File: src/rtl/core/dfbc_pkg.sv
// Shared types and constants for the directional focus best-candidate selector.
`timescale 1ns / 1ps

package dfbc_pkg;

	// Coordinate width; the port structs below are built on it.
	localparam int COORD_WIDTH = 16;
	localparam int ID_WIDTH    = 16;
	localparam int DIR_W       = 3;

	// Configuration port
	localparam int CFG_INDEX_W = 3;
	localparam int CFG_DATA_W  = COORD_WIDTH;

	localparam logic [CFG_INDEX_W-1:0] REG_NODE_LEFT   = 3'd0;
	localparam logic [CFG_INDEX_W-1:0] REG_NODE_TOP    = 3'd1;
	localparam logic [CFG_INDEX_W-1:0] REG_NODE_RIGHT  = 3'd2;
	localparam logic [CFG_INDEX_W-1:0] REG_NODE_BOTTOM = 3'd3;
	localparam logic [CFG_INDEX_W-1:0] REG_SEARCH_DIR  = 3'd4;

	// Search direction codes; any other code never yields a candidate
	localparam logic [DIR_W-1:0] DIR_UP    = 3'd0;
	localparam logic [DIR_W-1:0] DIR_DOWN  = 3'd1;
	localparam logic [DIR_W-1:0] DIR_LEFT  = 3'd2;
	localparam logic [DIR_W-1:0] DIR_RIGHT = 3'd3;

	// Weight on the squared major gap: 13, scaled by 4 with the minor term
	localparam int MAJOR_WEIGHT = 52;

	typedef logic signed [COORD_WIDTH-1:0] coord_t;

	typedef struct packed {
		coord_t left;
		coord_t top;
		coord_t right;
		coord_t bottom;
	} box_t;

	// Input beat
	typedef struct packed {
		coord_t                cand_left;
		coord_t                cand_top;
		coord_t                cand_right;
		coord_t                cand_bottom;
		logic [ID_WIDTH-1:0]   cand_id;
		logic                  last_cand;
	} cand_t;

	// Output beat
	typedef struct packed {
		logic                  took_new;
		logic [ID_WIDTH-1:0]   best_id;
		logic                  found;
		logic                  search_done;
	} result_t;

endpackage

File: src/rtl/core/directional_focus_best_candidate.sv
// An accepted input beat passes through the input register and then the result register.
// Throughput: one candidate per cycle unless the result stalls; the candidate and the registered
// best are both scored against the focused rectangle and compared in a single pass ahead of the
// result register. Reset (arst_n low, asynchronous): focused rectangle and direction go to zero,
// running best is cleared, both pipeline slots empty.
`timescale 1ns / 1ps

module directional_focus_best_candidate (
	input  logic                                clk,
	input  logic                                arst_n,
	input  logic                                in_valid,
	output logic                                in_ready,
	input  dfbc_pkg::cand_t                     in_data,
	output logic                                out_valid,
	input  logic                                out_ready,
	output dfbc_pkg::result_t                   out_data,
	input  logic                                cfg_we,
	input  logic [dfbc_pkg::CFG_INDEX_W-1:0]    cfg_index,
	input  logic [dfbc_pkg::CFG_DATA_W-1:0]     cfg_data
);
	import dfbc_pkg::*;

	localparam int CW   = COORD_WIDTH;
	localparam int GW   = CW + 1;          // edge difference
	localparam int MW   = CW + 2;          // difference of edge sums
	localparam int MA_W = 2 * CW;          // squared major gap
	localparam int MI_W = 2 * (CW + 1);    // squared minor difference
	localparam int WW   = 2 * CW + 7;      // 52*major^2 + minor^2, exact

	// Per-rectangle scores against the focused rectangle
	typedef struct packed {
		logic            qual;
		logic            beam;
		logic            beyond;
		logic [CW-1:0]   near;
		logic [CW-1:0]   far;
		logic [WW-1:0]   weight;
	} score_t;

	function automatic score_t score_box(box_t n, box_t c, logic [DIR_W-1:0] d);
		logic signed [GW-1:0] nl, nt, nr, nb, cl, ct, cr, cb;
		logic signed [GW-1:0] ng, fg;
		logic signed [MW-1:0] ms, ms_abs;
		logic [CW:0]          minor_m;
		logic [MA_W-1:0]      ma;
		logic [MI_W-1:0]      mi;
		score_t               s;
		nl = GW'($signed(n.left));
		nt = GW'($signed(n.top));
		nr = GW'($signed(n.right));
		nb = GW'($signed(n.bottom));
		cl = GW'($signed(c.left));
		ct = GW'($signed(c.top));
		cr = GW'($signed(c.right));
		cb = GW'($signed(c.bottom));
		s  = '0;
		ng = '0;
		fg = '0;
		ms = '0;
		unique case (d)
			DIR_UP: begin
				s.qual   = (nt > ct) && (nb > cb);
				s.beam   = (nl < cr) && (cl < nr);
				s.beyond = (nt >= cb);
				ng = nt - cb;
				fg = nt - ct;
				ms = (MW'(nl) + MW'(nr)) - (MW'(cl) + MW'(cr));
			end
			DIR_DOWN: begin
				s.qual   = (nt < ct) && (nb < cb);
				s.beam   = (nl < cr) && (cl < nr);
				s.beyond = (nb <= ct);
				ng = ct - nb;
				fg = cb - nb;
				ms = (MW'(nl) + MW'(nr)) - (MW'(cl) + MW'(cr));
			end
			DIR_LEFT: begin
				s.qual   = (nl > cl) && (nr > cr);
				s.beam   = (nt < cb) && (ct < nb);
				s.beyond = (nl >= cr);
				ng = nl - cr;
				fg = nl - cl;
				ms = (MW'(nt) + MW'(nb)) - (MW'(ct) + MW'(cb));
			end
			DIR_RIGHT: begin
				s.qual   = (nl < cl) && (nr < cr);
				s.beam   = (nt < cb) && (ct < nb);
				s.beyond = (nr <= cl);
				ng = cl - nr;
				fg = cr - nr;
				ms = (MW'(nt) + MW'(nb)) - (MW'(ct) + MW'(cb));
			end
			default: begin
				s.qual = 1'b0;
			end
		endcase
		// near gap clamps at zero, far gap at one
		s.near  = ng[GW-1] ? '0 : ng[CW-1:0];
		s.far   = (ng[GW-1] || fg[GW-1] || fg == '0) && (fg[GW-1] || fg == '0)
			? CW'(1) : fg[CW-1:0];
		ms_abs  = ms[MW-1] ? -ms : ms;
		minor_m = ms_abs[CW:0];
		ma      = MA_W'(s.near) * MA_W'(s.near);
		mi      = MI_W'(minor_m) * MI_W'(minor_m);
		s.weight = WW'(ma) * WW'(MAJOR_WEIGHT) + WW'(mi);
		return s;
	endfunction

	// Configuration registers
	box_t             node_q;
	logic [DIR_W-1:0] dir_q;

	// Input stage
	logic             valid_s1;
	box_t             cand_s1;
	logic [ID_WIDTH-1:0] id_s1;
	logic             last_s1;

	// Running best
	box_t             best_q;
	logic [ID_WIDTH-1:0] best_id_q;
	logic             have_best_q;

	// Result register
	logic             out_valid_q;
	result_t          out_q;

	score_t           sc_cand;
	score_t           sc_best;
	logic             horiz;
	logic             cand_outright;
	logic             best_outright;
	logic             took;
	logic             advance;

	// Handshake: the input stage moves on whenever the result slot is free or draining
	assign advance   = valid_s1 && (!out_valid_q || out_ready);
	assign in_ready  = !valid_s1 || advance;
	assign out_valid = out_valid_q;
	assign out_data  = out_q;

	// Compare candidate against the running best
	always_comb begin
		sc_cand = score_box(node_q, cand_s1, dir_q);
		sc_best = score_box(node_q, best_q, dir_q);
		horiz   = (dir_q == DIR_LEFT) || (dir_q == DIR_RIGHT);
		cand_outright = !sc_best.beam && sc_cand.beam
			&& (!sc_best.beyond || horiz || (sc_cand.near < sc_best.far));
		best_outright = !sc_cand.beam && sc_best.beam
			&& (!sc_cand.beyond || horiz || (sc_best.near < sc_cand.far));
		took = sc_cand.qual && (!have_best_q || !sc_best.qual || cand_outright
			|| (!best_outright && (sc_cand.weight < sc_best.weight)));
	end

	// Configuration writes
	always_ff @(posedge clk or negedge arst_n) begin
		if (!arst_n) begin
			node_q <= '0;
			dir_q  <= '0;
		end else if (cfg_we) begin
			unique case (cfg_index)
				REG_NODE_LEFT:   node_q.left   <= coord_t'(cfg_data);
				REG_NODE_TOP:    node_q.top    <= coord_t'(cfg_data);
				REG_NODE_RIGHT:  node_q.right  <= coord_t'(cfg_data);
				REG_NODE_BOTTOM: node_q.bottom <= coord_t'(cfg_data);
				REG_SEARCH_DIR:  dir_q         <= cfg_data[DIR_W-1:0];
				default: ;
			endcase
		end
	end

	// Pipeline control and running best
	always_ff @(posedge clk or negedge arst_n) begin
		if (!arst_n) begin
			valid_s1    <= 1'b0;
			out_valid_q <= 1'b0;
			best_q      <= '0;
			best_id_q   <= '0;
			have_best_q <= 1'b0;
		end else begin
			if (in_ready) begin
				valid_s1 <= in_valid;
			end
			if (advance) begin
				out_valid_q <= 1'b1;
			end else if (out_ready) begin
				out_valid_q <= 1'b0;
			end
			if (advance) begin
				if (last_s1) begin
					// search ends: drop the running best after this result
					best_q      <= '0;
					best_id_q   <= '0;
					have_best_q <= 1'b0;
				end else if (took) begin
					best_q      <= cand_s1;
					best_id_q   <= id_s1;
					have_best_q <= 1'b1;
				end
			end
		end
	end

	// Payload registers
	always_ff @(posedge clk) begin
		if (in_ready && in_valid) begin
			cand_s1.left   <= in_data.cand_left;
			cand_s1.top    <= in_data.cand_top;
			cand_s1.right  <= in_data.cand_right;
			cand_s1.bottom <= in_data.cand_bottom;
			id_s1          <= in_data.cand_id;
			last_s1        <= in_data.last_cand;
		end
		if (advance) begin
			out_q.took_new    <= took;
			out_q.best_id     <= took ? id_s1 : best_id_q;
			out_q.found       <= took || have_best_q;
			out_q.search_done <= last_s1;
		end
	end

endmodule

File: config.mk
export PLATFORM = sky130hd
export DESIGN_NAME = directional_focus_best_candidate
export DESIGN_NICKNAME = d
export VERILOG_FILES = /design/src/rtl/core/dfbc_pkg.sv /design/src/rtl/core/directional_focus_best_candidate.sv
export SDC_FILE = /design/constraint.sdc
export NUM_CORES = 2
export LEC_CHECK = 0
export BUFFER_PORTS_ARGS = -buffer_cell sky130_fd_sc_hd__buf_2
export CAP_MARGIN = 10
export CORE_ASPECT_RATIO = 1.25
export CORE_MARGIN = 10
export CORE_UTILIZATION = 60
export DETAILED_ROUTE_END_ITERATION = 6
export MAX_ROUTING_LAYER = met4
export PLACE_DENSITY_LB_ADDON = 0.12
export SLEW_MARGIN = 10
export SYNTH_ARGS = -nofsm -noshare
export SYNTH_HDL_FRONTEND = slang
export SYNTH_SLANG_ARGS = --single-unit
File: constraint.sdc
create_clock -name clk -period 47.8 [get_ports clk]
set_input_delay 2.39 -clock clk [delete_from_list [all_inputs] [get_ports clk]]
set_output_delay 2.39 -clock clk [all_outputs]
set_load 0.01 [all_outputs]
==> results.md <==
- # Max-Cap Violations: 0
- Most common cell after layout, fill and taps aside: inv_1
- Global placement routability congestion: around 1.1
- Clock Pin Slew Worst Setup and Hold Paths: around 60 ps
- Layout fillers: 9829
- Critical Path RT: between 40000 and 50000 ps
- Total die area: between 100000 and 150000 sq um
- # DRC: 1
- CTS tree: done
- Die width: around 330 um
- Fmax achieved: roughly 0.043 GHz
- Crit-path most repeated cell: inv_1
- Min Hold Slack: between 500 and 600 ps
- DPL Wire Length: around 240000 um
- YS warnings: 0
- Share of flip-flops with an asynchronous set or reset: between 60% and 70%
- Num rows: 140
- 1st-pass router iterations: 7
- Total track usage: around 44%
- Final min period: roughly 23000 ps
- Endpoints failing hold: 0
- CTS buffer count: 35
- Die height: 404 um
- Initial antenna violation count: 17
- WL final: around 280000 um
- Vias per std cell: around 6.4
- Largest net degree at the start of global routing: 69
- Vias in the first global route: 64.0k
- CP peak stage delay: about 900 ps
- Crit start category: flip-flop
- Final Skew: around 42 ps
- Number of distinct library cells after synthesis: ~110
- Crit end category: flip-flop
- GRT Residual Overflow: 0
- Setup TNS: 0 ps
- Layout Nets: between 10k and 15k
- Root Driver: clkbuf_16
- Status: finished with violations
- IO Port Bufs: 125
- Total vias in the final route: 63.7k
- Main synth FF type: dfrtp_1
- Seq/Total Area, Yosys: about a tenth
- Post CTS Setup Buffer Count: 0
- Most frequent cells in the layout: inv_1 (1676), ha_1 (969), fa_1 (904), nand2_1 (529), nor2_1 (502)
- Share of cells above drive strength 1: under 10%
- Final WS setup: roughly 24000 ps
- Synth Instances: 8254
- Final period util: between 40% and 50%
- Antenna viol nets, final: 0
- HP Class: flip-flop to flip-flop
- Worst Tran Pin Value: around 1300 ps
- Slew margin rel.: 10.0%
- # IOs: approximately 130
- Fin util: 63.9%
- Syn Area/Cell: approximately 8.6 sq um
- RSZ-0062 raised after global routing: no
- CTS H-Tree Depth: 2
- Area Overhead vs Synth: 5.54%
- Clock Tree Buf Depth: 3
- Initial drt markers: slightly below 8k
- Slowest CP cell: or4_1
- #FFs+latches synth: 250
- Sink Count: between 200 and 300
- Syn Std Cell Area: approximately 71000 sq um
- Initial core utilization: 60.5%
- Violated checks: DRC
- Worst-Skew Late Latency: approximately 630 ps
- Max Slew Vio Count: 0
- Arrival time at the worst endpoint: 23780 ps
- Hold_buf cts: 0
- Final setup viols: 0
- Crit path kind: flip-flop to flip-flop
- Place WS: ~25000 ps
- Cts repair resizes: 0
- WL per Instance: about 29 um
- First-pass GRT wire length: roughly 420000 um
- Crit path max fanout: 64
- Number of synthesized flops with an enable pin: 100
- Core Area: 117000 sq um
logic make-up after synthesis:
logic type,Yosys count,synth area share (%)
fa+ha+maj,1873,42.8
xor+xnor,474,5.90
simple gates,2006,13.9
other cells,1,0.00531
buf+inv,1896,10.2
flops,250,9.57
mux,98,1.73
compound gates,1656,15.9
Yosys cell counts, types with 100 or more instances:
master,instances,area (sq um)
inv_1,1676,6290
ha_1,969,12100
fa_1,904,18100
nand2_1,530,1990
nor2_1,505,1900
a21oi_1,367,1840
xnor2_1,306,2680
o21ai_0,305,1530
nor3_1,184,921
a21o_1,181,1360
xor2_1,166,1450
clkbuf_1,154,578
dfrtp_1,150,3750
nand2b_1,148,926
o21a_1,101,758
edfxtp_1,100,3000
metal layers:
layer | vias to the layer above | GRT usage (%) | wire (um)
met5 | - | - | 0
met1 | 31100 | 55.5 | 111000
met2 | 3880 | 61.2 | 117000
met4 | 0 | 28.8 | 23700
li1 | 27800 | - | -
met3 | 899 | 11.1 | 32800
critical path: cells and delay by family (launching register included):
family / cells / cell delay, ps
AO/OA/AOI/OAI: 25 / 6010
multiplexers: 1 / 380
adder cells (fa/ha/maj): 18 / 7440
AND/OR/NAND/NOR: 12 / 4710
XOR/XNOR: 4 / 920
flip-flops: 1 / 610
buffers and inverters: 15 / 2850
state kept, by name, indices dropped and copies added, names as in the netlist:
signal       flops
best_id_q       16
best_q          64
cand_s1         64
dir_q            3
have_best_q      1
id_s1           16
last_s1          1
node_q          64
out_data        19
out_valid        1
valid_s1         1
per-stage QoR:
stage | area (sq um) | instances
floorplan | 70600 | 8255
global placement | 73300 | 9849
global route | 74500 | 9925
CTS | 74400 | 9914
detailed placement | 73300 | 9850
finish | 74500 | 9927
worst paths after layout:
kind                                          start                  endpoint  slack (ps)  cells after the start
setup / recovery             node_q[49]$_DFFE_PN0P_    out_data[14]$_DFFE_PP_       24390                     75
hold / removal             best_id_q[5]$_DFFE_PN0P_  best_id_q[5]$_DFFE_PN0P_         510                      2
setup reg to reg             node_q[49]$_DFFE_PN0P_    out_data[14]$_DFFE_PP_       24390                     75
hold reg to reg            best_id_q[5]$_DFFE_PN0P_  best_id_q[5]$_DFFE_PN0P_         510                      2
max in group asynchronous                    arst_n      dir_q[2]$_DFFE_PN0P_       44620                      2
min in group asynchronous                    arst_n      valid_s1$_DFFE_PN0N_        1670                      1
final cells by class:
| type | count | area [sq um] | area share (%) |
|---|---|---|---|
| multi-input cells | 6109 | 56800 | 76.3 |
| flip-flops and latches | 250 | 6760 | 9.08 |
| clock buffers | 49 | 1010 | 1.36 |
| inverters | 1700 | 6380 | 8.57 |
| diodes | 13 | 32.5 | 0.0437 |
| clock inverters | 15 | 125 | 0.168 |
| well taps | 1562 | 1950 | 2.62 |
| repair buffers | 229 | 1430 | 1.91 |
Power is not shown: default switching activity piles up to over one toggle a cycle in this logic, so the estimate is an artifact.
